--- src/rtl/scq_pkg.sv ---
package scq_pkg;

   localparam int SCQ_STORE_DEPTH    = 64;
   localparam int SCQ_RANKS_PER_SUIT = 13;
   localparam int SUIT_COUNT         = 4;
   localparam int SUIT_STRIDE        = 16;

   localparam int ACTION_W    = 2;
   localparam int CARD_W      = 6;
   localparam int POS_W       = 6;
   localparam int RAND_W      = 16;
   localparam int COUNT_OUT_W = 7;
   localparam int STATUS_W    = 2;
   localparam int DIVISOR_W   = POS_W + 1;

   localparam logic [ACTION_W-1:0] ACT_DRAW    = 2'd0;
   localparam logic [ACTION_W-1:0] ACT_ADD     = 2'd1;
   localparam logic [ACTION_W-1:0] ACT_SHUFFLE = 2'd2;
   localparam logic [ACTION_W-1:0] ACT_QUERY   = 2'd3;

   localparam logic [STATUS_W-1:0] STATUS_OK         = 2'd0;
   localparam logic [STATUS_W-1:0] STATUS_DRAW_EMPTY = 2'd1;
   localparam logic [STATUS_W-1:0] STATUS_ADD_FULL   = 2'd2;
   localparam logic [STATUS_W-1:0] STATUS_POS_RANGE  = 2'd3;

   // controller to datapath
   typedef struct packed {
      logic                load_req;
      logic                set_status;
      logic [STATUS_W-1:0] status_code;
      logic                rd_head;
      logic                draw_commit;
      logic                add_commit;
      logic                rd_a;
      logic                rd_b;
      logic                wr_a;
      logic                wr_b;
      logic                load_rsp;
   } scq_cmd_type;

   // datapath to controller
   typedef struct packed {
      logic [ACTION_W-1:0] action;
      logic                is_empty;
      logic                is_full;
      logic                pos_bad;
      logic                partner_same;
      logic                rsp_stall;
   } scq_flags_type;

   // Card held at storage entry k straight after reset: suits in order, ranks from one.
   function automatic logic [CARD_W-1:0] deck_card(input int unsigned k,
                                                   input int unsigned ranks);
      logic [CARD_W-1:0] card;
      card = '0;
      for (int s = SUIT_COUNT - 1; s >= 0; s--) begin
         if (k < (s + 1) * ranks && k >= s * ranks) begin
            card = CARD_W'(s * SUIT_STRIDE + (k - s * ranks) + 1);
         end
      end
      return card;
   endfunction

endpackage

--- src/rtl/scq_if.sv ---
interface scq_req_if
   import scq_pkg::*;
();
   logic                valid;
   logic                ready;
   logic [ACTION_W-1:0] action;
   logic [CARD_W-1:0]   card_in;
   logic [POS_W-1:0]    position;
   logic [RAND_W-1:0]   random_value;

   modport source (output valid, action, card_in, position, random_value, input ready);
   modport sink   (input valid, action, card_in, position, random_value, output ready);
endinterface

interface scq_rsp_if
   import scq_pkg::*;
();
   logic                   valid;
   logic                   ready;
   logic [CARD_W-1:0]      card_out;
   logic [COUNT_OUT_W-1:0] card_count;
   logic                   is_empty;
   logic [STATUS_W-1:0]    status;

   modport source (output valid, card_out, card_count, is_empty, status, input ready);
   modport sink   (input valid, card_out, card_count, is_empty, status, output ready);
endinterface

--- src/rtl/scq_divider.sv ---
module scq_divider
   import scq_pkg::*;
(
   input  logic                 clock,
   input  logic                 reset,
   input  logic                 start,
   input  logic [RAND_W-1:0]    dividend,
   input  logic [DIVISOR_W-1:0] divisor,
   output logic                 done,
   output logic [DIVISOR_W-1:0] remainder
);
   localparam int STEP_BITS = 2;
   localparam int STEPS     = RAND_W / STEP_BITS;
   localparam int SW        = $clog2(STEPS);

   logic                 busy_ff, busy_in;
   logic                 done_ff, done_in;
   logic [SW-1:0]        step_ff, step_in;
   logic [RAND_W-1:0]    quo_ff, quo_in;
   logic [DIVISOR_W-1:0] rem_ff, rem_in;
   logic [DIVISOR_W-1:0] div_ff, div_in;
   logic [DIVISOR_W-1:0] rem_step;
   logic [RAND_W-1:0]    quo_step;

   // two restoring steps per cycle; remainder stays below the divisor
   always_comb begin
      rem_step = rem_ff;
      quo_step = quo_ff;
      for (int k = 0; k < STEP_BITS; k++) begin
         rem_step = {rem_step[DIVISOR_W-2:0], quo_step[RAND_W-1]};
         quo_step = {quo_step[RAND_W-2:0], 1'b0};
         if (rem_step >= div_ff) begin
            rem_step = rem_step - div_ff;
         end
      end
   end

   always_comb begin
      busy_in = busy_ff;
      done_in = done_ff;
      step_in = step_ff;
      quo_in  = quo_ff;
      rem_in  = rem_ff;
      div_in  = div_ff;
      if (start) begin
         busy_in = 1'b1;
         done_in = 1'b0;
         step_in = '0;
         quo_in  = dividend;
         rem_in  = '0;
         div_in  = divisor;
      end else if (busy_ff) begin
         quo_in  = quo_step;
         rem_in  = rem_step;
         step_in = step_ff + 1'b1;
         if (step_ff == SW'(STEPS - 1)) begin
            busy_in = 1'b0;
            done_in = 1'b1;
         end
      end
   end

   always_ff @(posedge clock) begin
      if (reset) begin
         busy_ff <= 1'b0;
         done_ff <= 1'b0;
         step_ff <= '0;
      end else begin
         busy_ff <= busy_in;
         done_ff <= done_in;
         step_ff <= step_in;
      end
   end

   always_ff @(posedge clock) begin
      quo_ff <= quo_in;
      rem_ff <= rem_in;
      div_ff <= div_in;
   end

   assign done      = done_ff;
   assign remainder = rem_ff;
endmodule

--- src/rtl/scq_ctrl.sv ---
module scq_ctrl
   import scq_pkg::*;
(
   input  logic          clock,
   input  logic          reset,
   input  logic          req_valid,
   output logic          req_ready,
   input  scq_flags_type flags,
   input  logic          div_done,
   output logic          div_start,
   output scq_cmd_type   cmd
);
   localparam logic [3:0] S_IDLE   = 4'd0;
   localparam logic [3:0] S_DECODE = 4'd1;
   localparam logic [3:0] S_DRAW   = 4'd2;
   localparam logic [3:0] S_DIV    = 4'd3;
   localparam logic [3:0] S_RDA    = 4'd4;
   localparam logic [3:0] S_RDB    = 4'd5;
   localparam logic [3:0] S_WRA    = 4'd6;
   localparam logic [3:0] S_WRB    = 4'd7;
   localparam logic [3:0] S_DONE   = 4'd8;

   logic [3:0] state_ff, state_in;

   always_comb begin
      state_in  = state_ff;
      cmd       = '0;
      div_start = 1'b0;
      req_ready = 1'b0;
      case (state_ff)
         S_IDLE: begin
            req_ready = 1'b1;
            if (req_valid) begin
               cmd.load_req = 1'b1;
               state_in     = S_DECODE;
            end
         end
         S_DECODE: begin
            state_in = S_DONE;
            case (flags.action)
               ACT_DRAW: begin
                  if (flags.is_empty) begin
                     cmd.set_status  = 1'b1;
                     cmd.status_code = STATUS_DRAW_EMPTY;
                  end else begin
                     cmd.rd_head = 1'b1;
                     state_in    = S_DRAW;
                  end
               end
               ACT_ADD: begin
                  if (flags.is_full) begin
                     cmd.set_status  = 1'b1;
                     cmd.status_code = STATUS_ADD_FULL;
                  end else begin
                     cmd.add_commit = 1'b1;
                  end
               end
               ACT_SHUFFLE: begin
                  if (flags.pos_bad) begin
                     cmd.set_status  = 1'b1;
                     cmd.status_code = STATUS_POS_RANGE;
                  end else begin
                     div_start = 1'b1;
                     state_in  = S_DIV;
                  end
               end
               default: begin
                  state_in = S_DONE;
               end
            endcase
         end
         S_DRAW: begin
            cmd.draw_commit = 1'b1;
            state_in        = S_DONE;
         end
         S_DIV: begin
            if (div_done) begin
               state_in = flags.partner_same ? S_DONE : S_RDA;
            end
         end
         S_RDA: begin
            cmd.rd_a = 1'b1;
            state_in = S_RDB;
         end
         S_RDB: begin
            cmd.rd_b = 1'b1;
            state_in = S_WRA;
         end
         S_WRA: begin
            cmd.wr_a = 1'b1;
            state_in = S_WRB;
         end
         S_WRB: begin
            cmd.wr_b = 1'b1;
            state_in = S_DONE;
         end
         S_DONE: begin
            if (!flags.rsp_stall) begin
               cmd.load_rsp = 1'b1;
               state_in     = S_IDLE;
            end
         end
         default: begin
            state_in = S_IDLE;
         end
      endcase
   end

   always_ff @(posedge clock) begin
      if (reset) begin
         state_ff <= S_IDLE;
      end else begin
         state_ff <= state_in;
      end
   end
endmodule

--- src/rtl/scq_datapath.sv ---
module scq_datapath
   import scq_pkg::*;
#(
   parameter int STORE_DEPTH    = SCQ_STORE_DEPTH,
   parameter int RANKS_PER_SUIT = SCQ_RANKS_PER_SUIT
) (
   input  logic                   clock,
   input  logic                   reset,
   input  scq_cmd_type            cmd,
   output scq_flags_type          flags,
   input  logic [ACTION_W-1:0]    req_action,
   input  logic [CARD_W-1:0]      req_card_in,
   input  logic [POS_W-1:0]       req_position,
   input  logic [RAND_W-1:0]      req_random_value,
   output logic [RAND_W-1:0]      div_dividend,
   output logic [DIVISOR_W-1:0]   div_divisor,
   input  logic [DIVISOR_W-1:0]   div_remainder,
   input  logic                   rsp_ready,
   output logic                   rsp_valid,
   output logic [CARD_W-1:0]      rsp_card_out,
   output logic [COUNT_OUT_W-1:0] rsp_card_count,
   output logic                   rsp_is_empty,
   output logic [STATUS_W-1:0]    rsp_status
);
   localparam int IW          = $clog2(STORE_DEPTH);
   localparam int CW          = $clog2(STORE_DEPTH + 1);
   localparam int DECK_CARDS  = SUIT_COUNT * RANKS_PER_SUIT;
   localparam int RESET_COUNT = (DECK_CARDS < STORE_DEPTH) ? DECK_CARDS : STORE_DEPTH;

   logic [CARD_W-1:0] mem [STORE_DEPTH];
   logic [STORE_DEPTH-1:0] written_ff;

   logic [IW-1:0]       head_ff, head_in;
   logic [CW-1:0]       count_ff, count_in;
   logic [ACTION_W-1:0] action_ff;
   logic [CARD_W-1:0]   card_in_ff;
   logic [POS_W-1:0]    pos_ff;
   logic [RAND_W-1:0]   rnd_ff;
   logic [STATUS_W-1:0] status_ff;
   logic [CARD_W-1:0]   card_out_ff;
   logic [CARD_W-1:0]   tmp_ff;

   logic [CARD_W-1:0] rd_data_ff;
   logic              rd_written_ff;
   logic [IW-1:0]     rd_addr_ff;
   logic [CARD_W-1:0] rd_value;

   logic              rd_en;
   logic [IW-1:0]     rd_addr;
   logic              wr_en;
   logic [IW-1:0]     wr_addr;
   logic [CARD_W-1:0] wr_data;
   logic [IW-1:0]     slot_a;
   logic [IW-1:0]     slot_b;
   logic [IW-1:0]     slot_tail;

   logic                   rsp_valid_ff;
   logic [CARD_W-1:0]      rsp_card_ff;
   logic [COUNT_OUT_W-1:0] rsp_count_ff;
   logic                   rsp_empty_ff;
   logic [STATUS_W-1:0]    rsp_status_ff;
   logic [CW+COUNT_OUT_W-1:0] count_ext;

   // storage index of queue position p; head plus p stays below twice the depth
   function automatic logic [IW-1:0] slot_of(input logic [IW-1:0] head,
                                             input logic [CW-1:0] p);
      logic [IW:0] sum;
      sum = {1'b0, head} + (IW+1)'(p);
      if (sum >= (IW+1)'(STORE_DEPTH)) begin
         sum = sum - (IW+1)'(STORE_DEPTH);
      end
      return sum[IW-1:0];
   endfunction

   assign slot_a    = slot_of(head_ff, CW'(pos_ff));
   assign slot_b    = slot_of(head_ff, CW'(div_remainder));
   assign slot_tail = slot_of(head_ff, count_ff);

   // an entry never written still holds its reset card
   assign rd_value = rd_written_ff ? rd_data_ff
                                   : deck_card(int'(rd_addr_ff), RANKS_PER_SUIT);

   always_comb begin
      rd_en   = cmd.rd_head | cmd.rd_a | cmd.rd_b;
      rd_addr = cmd.rd_head ? head_ff : (cmd.rd_a ? slot_a : slot_b);
      wr_en   = cmd.add_commit | cmd.wr_a | cmd.wr_b;
      wr_addr = slot_b;
      wr_data = tmp_ff;
      if (cmd.add_commit) begin
         wr_addr = slot_tail;
         wr_data = card_in_ff;
      end else if (cmd.wr_a) begin
         wr_addr = slot_a;
         wr_data = rd_value;
      end
   end

   always_ff @(posedge clock) begin
      if (wr_en) begin
         mem[wr_addr] <= wr_data;
      end
   end

   always_ff @(posedge clock) begin
      if (rd_en) begin
         rd_data_ff    <= mem[rd_addr];
         rd_written_ff <= written_ff[rd_addr];
         rd_addr_ff    <= rd_addr;
      end
   end

   always_ff @(posedge clock) begin
      if (reset) begin
         written_ff <= '0;
      end else if (wr_en) begin
         written_ff[wr_addr] <= 1'b1;
      end
   end

   always_comb begin
      head_in  = head_ff;
      count_in = count_ff;
      if (cmd.draw_commit) begin
         head_in  = (head_ff == IW'(STORE_DEPTH - 1)) ? '0 : head_ff + 1'b1;
         count_in = count_ff - 1'b1;
      end else if (cmd.add_commit) begin
         count_in = count_ff + 1'b1;
      end
   end

   always_ff @(posedge clock) begin
      if (reset) begin
         head_ff  <= '0;
         count_ff <= CW'(RESET_COUNT);
      end else begin
         head_ff  <= head_in;
         count_ff <= count_in;
      end
   end

   always_ff @(posedge clock) begin
      if (cmd.load_req) begin
         action_ff   <= req_action;
         card_in_ff  <= req_card_in;
         pos_ff      <= req_position;
         rnd_ff      <= req_random_value;
         status_ff   <= STATUS_OK;
         card_out_ff <= '0;
      end else begin
         if (cmd.set_status) begin
            status_ff <= cmd.status_code;
         end
         if (cmd.draw_commit) begin
            card_out_ff <= rd_value;
         end
      end
      if (cmd.rd_b) begin
         tmp_ff <= rd_value;
      end
   end

   assign div_dividend = rnd_ff;
   assign div_divisor  = DIVISOR_W'(pos_ff) + 1'b1;

   always_comb begin
      flags.action       = action_ff;
      flags.is_empty     = (count_ff == '0);
      flags.is_full      = (count_ff == CW'(STORE_DEPTH));
      flags.pos_bad      = ((CW+POS_W)'(pos_ff) >= (CW+POS_W)'(count_ff));
      flags.partner_same = (div_remainder == DIVISOR_W'(pos_ff));
      flags.rsp_stall    = rsp_valid_ff & ~rsp_ready;
   end

   assign count_ext = {{COUNT_OUT_W{1'b0}}, count_ff};

   always_ff @(posedge clock) begin
      if (reset) begin
         rsp_valid_ff <= 1'b0;
      end else if (cmd.load_rsp) begin
         rsp_valid_ff <= 1'b1;
      end else if (rsp_ready) begin
         rsp_valid_ff <= 1'b0;
      end
   end

   always_ff @(posedge clock) begin
      if (cmd.load_rsp) begin
         rsp_card_ff   <= card_out_ff;
         rsp_count_ff  <= count_ext[COUNT_OUT_W-1:0];
         rsp_empty_ff  <= (count_ff == '0);
         rsp_status_ff <= status_ff;
      end
   end

   assign rsp_valid      = rsp_valid_ff;
   assign rsp_card_out   = rsp_card_ff;
   assign rsp_card_count = rsp_count_ff;
   assign rsp_is_empty   = rsp_empty_ff;
   assign rsp_status     = rsp_status_ff;
endmodule

--- src/rtl/shuffled_card_queue_unit.sv ---
// Card queue: a ring of card codes (suit*16+rank) that starts out as an ordered deck.
// req_chan carries one action per word: draw front, add bottom, shuffle swap step, query.
// rsp_chan returns exactly one word per request: drawn card, count, empty flag, status.
// Steps from request accept to response valid, with the response side free:
//   query, add or any refused action: decode, respond; draw: decode, read, respond;
//   shuffle step: decode, divide, then, when the two positions differ, swap the cards.
// One request is in flight at a time; the next is taken once the response is
// registered. A shuffle step waits on the remainder unit (two bits a cycle for the
// 16-bit random word) and on the card store, with one read port and one write port,
// which needs two reads and two writes for a swap.
// Reset (synchronous, active high) restores the ordered deck at once: head to zero,
// count to four suits of ranks, and per-entry written flags cleared so that unwritten
// entries read back as their deck card. No clearing pass is needed.
// When the receiver stalls, the response word holds in its output register and
// the next request is accepted but waits in the final state until the word is taken.
module shuffled_card_queue_unit
   import scq_pkg::*;
#(
   parameter int STORE_DEPTH    = SCQ_STORE_DEPTH,
   parameter int RANKS_PER_SUIT = SCQ_RANKS_PER_SUIT
) (
   input logic      clock,
   input logic      reset,
   scq_req_if.sink  req_chan,
   scq_rsp_if.source rsp_chan
);
   scq_cmd_type          cmd;
   scq_flags_type        flags;
   logic                 div_start;
   logic                 div_done;
   logic [RAND_W-1:0]    div_dividend;
   logic [DIVISOR_W-1:0] div_divisor;
   logic [DIVISOR_W-1:0] div_remainder;

   // sequence each action: decode, divide, read and write the store, respond
   scq_ctrl u_ctrl (
      .clock     (clock),
      .reset     (reset),
      .req_valid (req_chan.valid),
      .req_ready (req_chan.ready),
      .flags     (flags),
      .div_done  (div_done),
      .div_start (div_start),
      .cmd       (cmd)
   );

   // hold the store, head, count and the response register
   scq_datapath #(
      .STORE_DEPTH    (STORE_DEPTH),
      .RANKS_PER_SUIT (RANKS_PER_SUIT)
   ) u_datapath (
      .clock            (clock),
      .reset            (reset),
      .cmd              (cmd),
      .flags            (flags),
      .req_action       (req_chan.action),
      .req_card_in      (req_chan.card_in),
      .req_position     (req_chan.position),
      .req_random_value (req_chan.random_value),
      .div_dividend     (div_dividend),
      .div_divisor      (div_divisor),
      .div_remainder    (div_remainder),
      .rsp_ready        (rsp_chan.ready),
      .rsp_valid        (rsp_chan.valid),
      .rsp_card_out     (rsp_chan.card_out),
      .rsp_card_count   (rsp_chan.card_count),
      .rsp_is_empty     (rsp_chan.is_empty),
      .rsp_status       (rsp_chan.status)
   );

   // partner position: random word modulo position plus one
   scq_divider u_divider (
      .clock     (clock),
      .reset     (reset),
      .start     (div_start),
      .dividend  (div_dividend),
      .divisor   (div_divisor),
      .done      (div_done),
      .remainder (div_remainder)
   );
endmodule

--- src/flat_wrapper.sv ---
// flat-port wrapper written by rule: the top's interface ports become plain ports
module shuffled_card_queue_unit_flat import scq_pkg::*;
#(
   parameter int STORE_DEPTH    = SCQ_STORE_DEPTH,
   parameter int RANKS_PER_SUIT = SCQ_RANKS_PER_SUIT
)
  (clock, reset, req_chan_valid, req_chan_action, req_chan_card_in, req_chan_position, req_chan_random_value, req_chan_ready, rsp_chan_valid, rsp_chan_card_out, rsp_chan_card_count, rsp_chan_is_empty, rsp_chan_status, rsp_chan_ready);
  scq_req_if req_chan_i ();
  scq_rsp_if rsp_chan_i ();
  input logic clock;
  input logic reset;
  input wire logic [$bits(req_chan_i.valid)-1:0] req_chan_valid;
  input wire logic [$bits(req_chan_i.action)-1:0] req_chan_action;
  input wire logic [$bits(req_chan_i.card_in)-1:0] req_chan_card_in;
  input wire logic [$bits(req_chan_i.position)-1:0] req_chan_position;
  input wire logic [$bits(req_chan_i.random_value)-1:0] req_chan_random_value;
  output wire logic [$bits(req_chan_i.ready)-1:0] req_chan_ready;
  output wire logic [$bits(rsp_chan_i.valid)-1:0] rsp_chan_valid;
  output wire logic [$bits(rsp_chan_i.card_out)-1:0] rsp_chan_card_out;
  output wire logic [$bits(rsp_chan_i.card_count)-1:0] rsp_chan_card_count;
  output wire logic [$bits(rsp_chan_i.is_empty)-1:0] rsp_chan_is_empty;
  output wire logic [$bits(rsp_chan_i.status)-1:0] rsp_chan_status;
  input wire logic [$bits(rsp_chan_i.ready)-1:0] rsp_chan_ready;
  assign req_chan_i.valid = req_chan_valid;
  assign req_chan_i.action = req_chan_action;
  assign req_chan_i.card_in = req_chan_card_in;
  assign req_chan_i.position = req_chan_position;
  assign req_chan_i.random_value = req_chan_random_value;
  assign req_chan_ready = req_chan_i.ready;
  assign rsp_chan_valid = rsp_chan_i.valid;
  assign rsp_chan_card_out = rsp_chan_i.card_out;
  assign rsp_chan_card_count = rsp_chan_i.card_count;
  assign rsp_chan_is_empty = rsp_chan_i.is_empty;
  assign rsp_chan_status = rsp_chan_i.status;
  assign rsp_chan_i.ready = rsp_chan_ready;
  shuffled_card_queue_unit #(.STORE_DEPTH(STORE_DEPTH), .RANKS_PER_SUIT(RANKS_PER_SUIT)) u_core (.clock(clock), .reset(reset), .req_chan(req_chan_i), .rsp_chan(rsp_chan_i));
endmodule
--- config.mk ---
export PLATFORM = sky130hd
export DESIGN_NAME = shuffled_card_queue_unit_flat
export DESIGN_NICKNAME = d
export VERILOG_FILES = /design/src/rtl/scq_pkg.sv /design/src/rtl/scq_if.sv /design/src/rtl/scq_divider.sv /design/src/rtl/scq_ctrl.sv /design/src/rtl/scq_datapath.sv /design/src/rtl/shuffled_card_queue_unit.sv /design/src/flat_wrapper.sv
export SDC_FILE = /design/constraint.sdc
export NUM_CORES = 1
export LEC_CHECK = 0
export ABC_CLOCK_PERIOD_IN_PS = 5850
export BUFFER_PORTS_ARGS = -buffer_cell sky130_fd_sc_hd__buf_2
export CAP_MARGIN = 10
export CORE_ASPECT_RATIO = 0.5
export CORE_UTILIZATION = 57
export CTS_CLUSTER_DIAMETER = 120
export DETAILED_ROUTE_END_ITERATION = 16
export PLACE_DENSITY = 0.76
export SYNTH_ARGS = -nofsm -noshare
export SYNTH_HDL_FRONTEND = slang
export SYNTH_SLANG_ARGS = --single-unit
--- constraint.sdc ---
create_clock -name clock -period 5.85 [get_ports clock]
set_clock_uncertainty 0.15 [all_clocks]
set_input_delay 1.17 -clock clock [delete_from_list [all_inputs] [get_ports clock]]
set_output_delay 1.17 -clock clock [all_outputs]
set_load 0.01 [all_outputs]
Word-level counts from Yosys, hierarchy flattened
Memory sizes are Yosys's and may differ from the RTL's. A register that Yosys moved wholly into a read port is not among the register bits.
Index checks and enable logic that the tools add are counted.
{"block": "op_classes", "eq_ne": 17, "reduce_logical": 14, "muxes": 63, "magnitude_cmp": 16, "add_sub_neg": 23, "bitwise_logic": 7}
{"cell": "$mux W6", "count": 16}
{"cell": "$or A64 B64 Y64", "count": 1}
{"cell": "$mux W16", "count": 2}
{"cell": "$pmux W4 S8", "count": 1}
{"cell": "$mux W4", "count": 7}
{"cell": "$mux W1", "count": 27}
{"cell": "$ge A7 B7 Y1 const B", "count": 3}
{"cell": "$mux W7", "count": 3}
{"cell": "$add A6 B2 Y6 const B", "count": 3}
{"cell": "$sub A6 B1 Y6 const B", "count": 3}
{"cell": "$eq A4 B3 Y1 const B", "count": 4}
{"cell": "$add A6 B7 Y7", "count": 2}
{"cell": "$ge A7 B7 Y1", "count": 2}
{"cell": "$lt A6 B7 Y1 const B", "count": 2}
{"cell": "$add A6 B1 Y6 const B", "count": 2}
{"cell": "$add A6 B6 Y6 const A", "count": 2}
{"cell": "$lt A6 B6 Y1 const B", "count": 2}
{"cell": "$mux W3", "count": 3}
{"cell": "$pmux W3 S3", "count": 1}
{"cell": "$eq A4 B2 Y1 const B", "count": 2}
{"cell": "$pmux W4 S2", "count": 1}
{"cell": "$add A6 B1 Y7 const B", "count": 1}
{"cell": "$add A6 B6 Y7", "count": 1}
{"cell": "$add A7 B1 Y7 const B", "count": 1}
{"cell": "other kinds (37)", "count": 48}
{"block": "totals", "elab_cells": 165, "n_memories": 1, "ram_bits": 384, "reg_bits": 184}
{"name": "u_core.u_datapath.mem", "depth": 64, "width": 6, "rd": 1, "rd_ports_with_merged_regs": 1, "wr": 1, "line": "scq_datapath.sv:30", "text": "logic [CARD_W-1:0] mem [STORE_DEPTH];"}

Longest topological paths before layout
{"block": "logic_depth", "word_depth": 10, "ltp_mapped": 17, "mapped_depth_nobuf": 17}

By module
A second synthesis with hierarchy kept.
{"block": "unflattened", "hier_cells": 2051, "area_unflattened_um2": 25886.1}
{"mod": "scq_datapath", "seq_area_each_um2": 15204.6, "instances": 1, "cells_each": 1807, "area_per_inst_um2": 23408.7}
{"mod": "scq_divider", "seq_area_each_um2": 930.9, "instances": 1, "cells_each": 184, "area_per_inst_um2": 2063.2}
{"mod": "scq_ctrl", "seq_area_each_um2": 80.1, "instances": 1, "cells_each": 60, "area_per_inst_um2": 414.1}

Least setup slack after synthesis
No wires, ideal clock.
{"block": "synth_path", "kind": "reg2reg", "startpoint": "reg u_core.u_datapath.rd_addr_ff[3]", "endpoint": "mem u_core.u_datapath.mem[0][3], data pin", "setup_time_ps": 702, "required_time_ps": 4998, "arrival_time_ps": 4627, "setup_slack_ps": 371, "path_stages_with_launch": 11, "cell_sequence": "edfxtp_1 clkbuf_1 inv_1 ha_1 a211o_1 a21oi_1 a22oi_1 a311oi_1 a21o_1 nor2_1 o21ai_0"}
{"block": "synth_between", "elab_chain_len": 10}
{"item": "start, declared", "line": "scq_datapath.sv:45", "text": "logic [IW-1:0] rd_addr_ff;"}
{"item": "start signal, assigned", "line": "scq_datapath.sv:108", "text": "rd_addr_ff <= rd_addr;"}
{"item": "$sub A6 B6 Y6", "line": "scq_pkg.sv:58", "text": "card = CARD_W'(s * SUIT_STRIDE + (k - s * ranks) + 1);"}
{"item": "$add A5 B6 Y6", "line": "scq_pkg.sv:58"}
{"item": "$add A6 B2 Y6", "line": "scq_pkg.sv:58"}
{"item": "$mux W6 (3 in series)", "line": "scq_pkg.sv:57", "text": "if (k < (s + 1) * ranks && k >= s * ranks) begin"}
{"item": "$mux W6 (*)", "line": "scq_pkg.sv:57"}
{"item": "$mux W6 (*)", "line": "scq_datapath.sv:80", "text": "assign rd_value = rd_written_ff ? rd_data_ff"}
{"item": "named net u_core.u_datapath.rd_value[3]", "line": "scq_datapath.sv:46", "text": "logic [CARD_W-1:0] rd_value;"}
{"item": "$mux W6 (*)", "line": "scq_datapath.sv:92", "text": "end else if (cmd.wr_a) begin"}
{"item": "$mux W6 (*)", "line": "scq_datapath.sv:89", "text": "if (cmd.add_commit) begin"}
{"item": "named net u_core.u_datapath.wr_data[3]", "line": "scq_datapath.sv:52", "text": "logic [CARD_W-1:0] wr_data;"}
{"item": "end, declared", "line": "scq_datapath.sv:30"}
Mark *: on every way through the listed nets, which the timed path passes. The rest lies on a longest branch.

Worst setup path after layout
{"block": "layout_path", "startpoint": "reg u_core.u_ctrl.state_ff[0]", "endpoint": "reg u_core.u_datapath.rd_data_ff[2], read port of u_core.u_datapath.mem, data pin"}
{"block": "layout_between", "elab_chain_len": 4}
{"item": "start, declared", "line": "scq_ctrl.sv:23", "text": "logic [3:0] state_ff, state_in;"}
{"item": "start signal, assigned", "line": "scq_ctrl.sv:113", "text": "state_ff <= state_in;"}
{"item": "$eq A4 B3 Y1 or $eq A4 B1 Y1 (tied branches)", "line": "scq_ctrl.sv:30", "text": "case (state_ff)"}
{"item": "$mux W1 or $mux W4 (tied branches)", "line": "scq_ctrl.sv:30"}
{"item": "$mux W6 or $or A1 B1 Y1 (tied branches) (2 in series)", "line": "scq_datapath.sv:85, scq_datapath.sv:84"}
{"item": "end, declared", "line": "scq_datapath.sv:43", "text": "logic [CARD_W-1:0] rd_data_ff;"}
Several ways; a longest one is shown, not always the timed one.
A chain may end at the register's enable or synchronous reset.

==> results.md <==
- Status: completed
- Initial antenna violation count: 0
- Lkg Pwr: 0.00932 µW
- Hold WC Path Type: reg2reg
- Worst Tran Pin Value: 1.24 ns
- Fill cells: 3030
- Most frequent cells in the layout: 472 x edfxtp_1, 188 x nand2_1, 155 x a21oi_1
- Max Cap Viol: 0
- Clock Path Buffers: 3
- Minimum clock period: 5.21 ns
- Area of the core: 42700 µm²
- Post-route antenna net violation count: 0
- First-pass GRT wire length: 92100 µm
- GRT Total Usage: 27.1%
- Yosys reg bits: 574
- Drt first pass iters: 6
- Per-cell routed wire length: 23.8 µm
- Slew Limit Fails: 0
- Synthesized area: 25100 µm²
- Num CTS Buffers: 49
- Endpoint type of the worst setup path: flop
- WP data required: 5.98 ns
- Yosys top cell by area: edfxtp_1
- Slew headroom: 16.5%
- H-tree depth: 2
- Post-synth net total: 1998
- Die H: 150 µm
- Number of global-route vias before repair: 15700
- Setup WS pre-CTS: 0.708 ns
- I/O pins: 52
- Clock Pin Slew Worst Setup and Hold Paths: 0.07 ns
- Hold Slack: 0.282 ns
- Number of DRC markers in iteration 0: 1981
- Yosys warns: 0
- Fin. Hold Viols: 0
- Hpwl dp: 38400 µm
- Top cell type's share of synthesized area: 56.4%
- Most common cell after layout, fill and taps aside: edfxtp_1
- Die area: 45000 µm²
- DRT Wirelength: 60400 µm
- Initial Util: 58.8%
- Setup TNS Final: 0 ns
- RSZ-0062 raised after global routing: no
- Area delta synth->final: 9.55%
- Placer Congestion: 0.903
- Async SR Flop Fraction: 0%
- TritonCTS clock tree: built
- CTS root buf: clkbuf_16
- Max Fclk: 192 MHz
- CP startpoint kind: flop
- Mapped Avg Cell Area: 13.2 µm²
- Global route overflow: 0
- Vias/cell: 6.39
- Endpoint arrival time on the critical path: 5.34 ns
- Post-layout net count: 2019
- Worst skew pair latency: 0.58 ns
- Final setup fails: 0
- Cells after Synth: 1903
- Dominant synthesized flop cell: edfxtp_1
- IO buf count: 51
- Post-route DRC: 0
- R2R depth: 10
- Worst Setup Slack, final: 0.640 ns
- Fin util: 64.4%
- Critical Path Fanout Max: 55
- Fin crit share: 89.1%
- Number of synthesized flops with an enable pin: 472
- Top post-synthesis cells by area: edfxtp_1 56%, dfxtp_1 8.1%, mux4_2 5.7%, a21oi_1 3.1%, nand2_1 2.8%
- Clock Sinks: 574
- CTS hold repair buffers: 0
- Critical path type: reg2reg
- Via count: 16200
- PwrDens: 432 nW/µm²
- Site Rows: 53
- Post-CTS setup buffers: 0
- Die W: 299 µm
- Hold Path Depth: 0
- Layout cells sized above 1: 13.3%
- Sequential element share of the synthesized area: 64.6%
- Cts repair resizes: 0
- Maximum VDD drop: 0.314 mV
- Antenna Cells: 0
- Pin count of the biggest net entering global routing: 69
- Netlist cell types: 71
-- cell type report --
cell class	instances	area, µm²	area share [%]
clock inverters	34	246	0.896
flip-flops and latches	574	16200	58.9
repair buffers	79	478	1.74
inverters	111	420	1.53
clock buffers	56	1350	4.89
well taps	577	722	2.62
multi-input cells	1109	8090	29.4
-- per-stage QoR --
step / cell area [µm²] / instances / power (µW)
2_1_floorplan: 25100 / 1903 / 7600
3_3_place_gp: 25900 / 2450 / 8590
3_5_place_dp: 25900 / 2450 / 8660
4_1_cts: 27500 / 2540 / 11900
5_1_grt: 27500 / 2540 / 12400
6_report: 27500 / 2540 / 11900
-- registers in the layout, indices dropped and copies added, names as in the netlist, 2 cells and up --
signal / count
u_core.u_datapath.head_ff: 6
u_core.u_datapath.written_ff: 64
u_core.u_datapath.action_ff: 2
u_core.u_datapath.card_in_ff: 6
u_core.u_divider.remainder: 7
u_core.u_ctrl.state_ff: 4
u_core.u_datapath.pos_ff: 6
u_core.u_datapath.card_out_ff: 6
u_core.u_divider.quo_ff: 16
u_core.u_datapath.mem: 384
u_core.u_datapath.div_dividend: 16
u_core.u_datapath.rsp_card_count: 7
u_core.u_datapath.rd_data_ff: 6
u_core.u_datapath.rsp_status: 2
u_core.u_datapath.rsp_card_out: 6
u_core.u_datapath.status_ff: 2
u_core.u_divider.div_ff: 7
u_core.u_datapath.rd_addr_ff: 6
u_core.u_datapath.tmp_ff: 6
u_core.u_datapath.count_ff: 7
u_core.u_divider.step_ff: 3
-- cells in the mapped netlist (3+ instances only) --
library cell	number
and2_1	4
o21ai_0	38
o21a_1	9
or2_2	11
inv_1	108
a21o_1	17
fa_1	6
a21oi_1	155
buf_1	9
clkbuf_1	72
o21bai_1	3
dfxtp_1	102
ha_1	55
o31ai_1	5
and3_1	6
a32oi_1	3
buf_4	6
a211oi_1	4
nand2_1	188
edfxtp_1	472
a311oi_1	4
o41ai_1	24
a21boi_0	52
buf_2	17
nand2b_1	15
xnor2_1	30
o211ai_1	6
nand3_1	19
nand4_1	10
nor2b_1	13
nor3b_1	4
a31oi_1	8
a221oi_1	49
o22ai_1	70
nor3_1	14
xor2_1	17
mux4_2	64
nor2_1	130
mux2i_1	17
a211o_1	6
mux2_2	7
nand3b_1	7
or3_1	7
nor4_1	5
buf_6	5
-- cell families after synthesis --
kind of cell	count (synthesis)	share of synthesized area, %
multiplexers	88	6.73
AO/OA/AOI/OAI	470	12.3
XOR/XNOR	47	1.64
adder cells (fa/ha/maj)	61	3.22
AND/OR/NAND/NOR	443	7.91
buffers and inverters	220	3.61
flip-flops	574	64.6
-- worst paths after layout --
| check | endpoint | startpoint | slack [ns] |
|---|---|---|---|
| max reg2reg | u_core.u_datapath.rd_data_ff[2] | u_core.u_ctrl.state_ff[0] | 0.64 |
| min | u_core.u_datapath.rsp_card_out[5] | u_core.u_datapath.card_out_ff[5] | 0.28 |
| max | u_core.u_datapath.rd_data_ff[2] | u_core.u_ctrl.state_ff[0] | 0.64 |
| min reg2reg | u_core.u_datapath.rsp_card_out[5] | u_core.u_datapath.card_out_ff[5] | 0.28 |
-- layer usage --
| layer | track usage (%) | wire length (µm) | up-vias | share of wire, % |
|---|---|---|---|---|
| met5 | 0 | 0 | - | 0 |
| li1 | - | - | 7242 | - |
| met2 | 44.8 | 29000 | 877 | 48 |
| met1 | 37.1 | 24400 | 8019 | 40 |
| met4 | 6.20 | 1070 | 0 | 1.8 |
| met3 | 5.67 | 6010 | 103 | 9.9 |
-- worst max-delay path: stages, from the launching register on --
cell      delay, ns
dfxtp_1        0.66
or4b_4         0.58
or3_4          0.39
or3_1          0.41
nand2_8        0.35
clkinv_2       0.52
buf_4          0.44
a21oi_1        0.20
a221oi_1       0.14
o41ai_1        0.82
nand4_1        0.21
-- power breakdown --
part	leakage, µW	switching, µW	internal, µW
clock network	0.000775	1490	1750
logic	0.00346	2440	1450
registers	0.00509	139	4610
total	0.00932	4070	7810
Note: power is estimated with default switching activity, not from simulation.
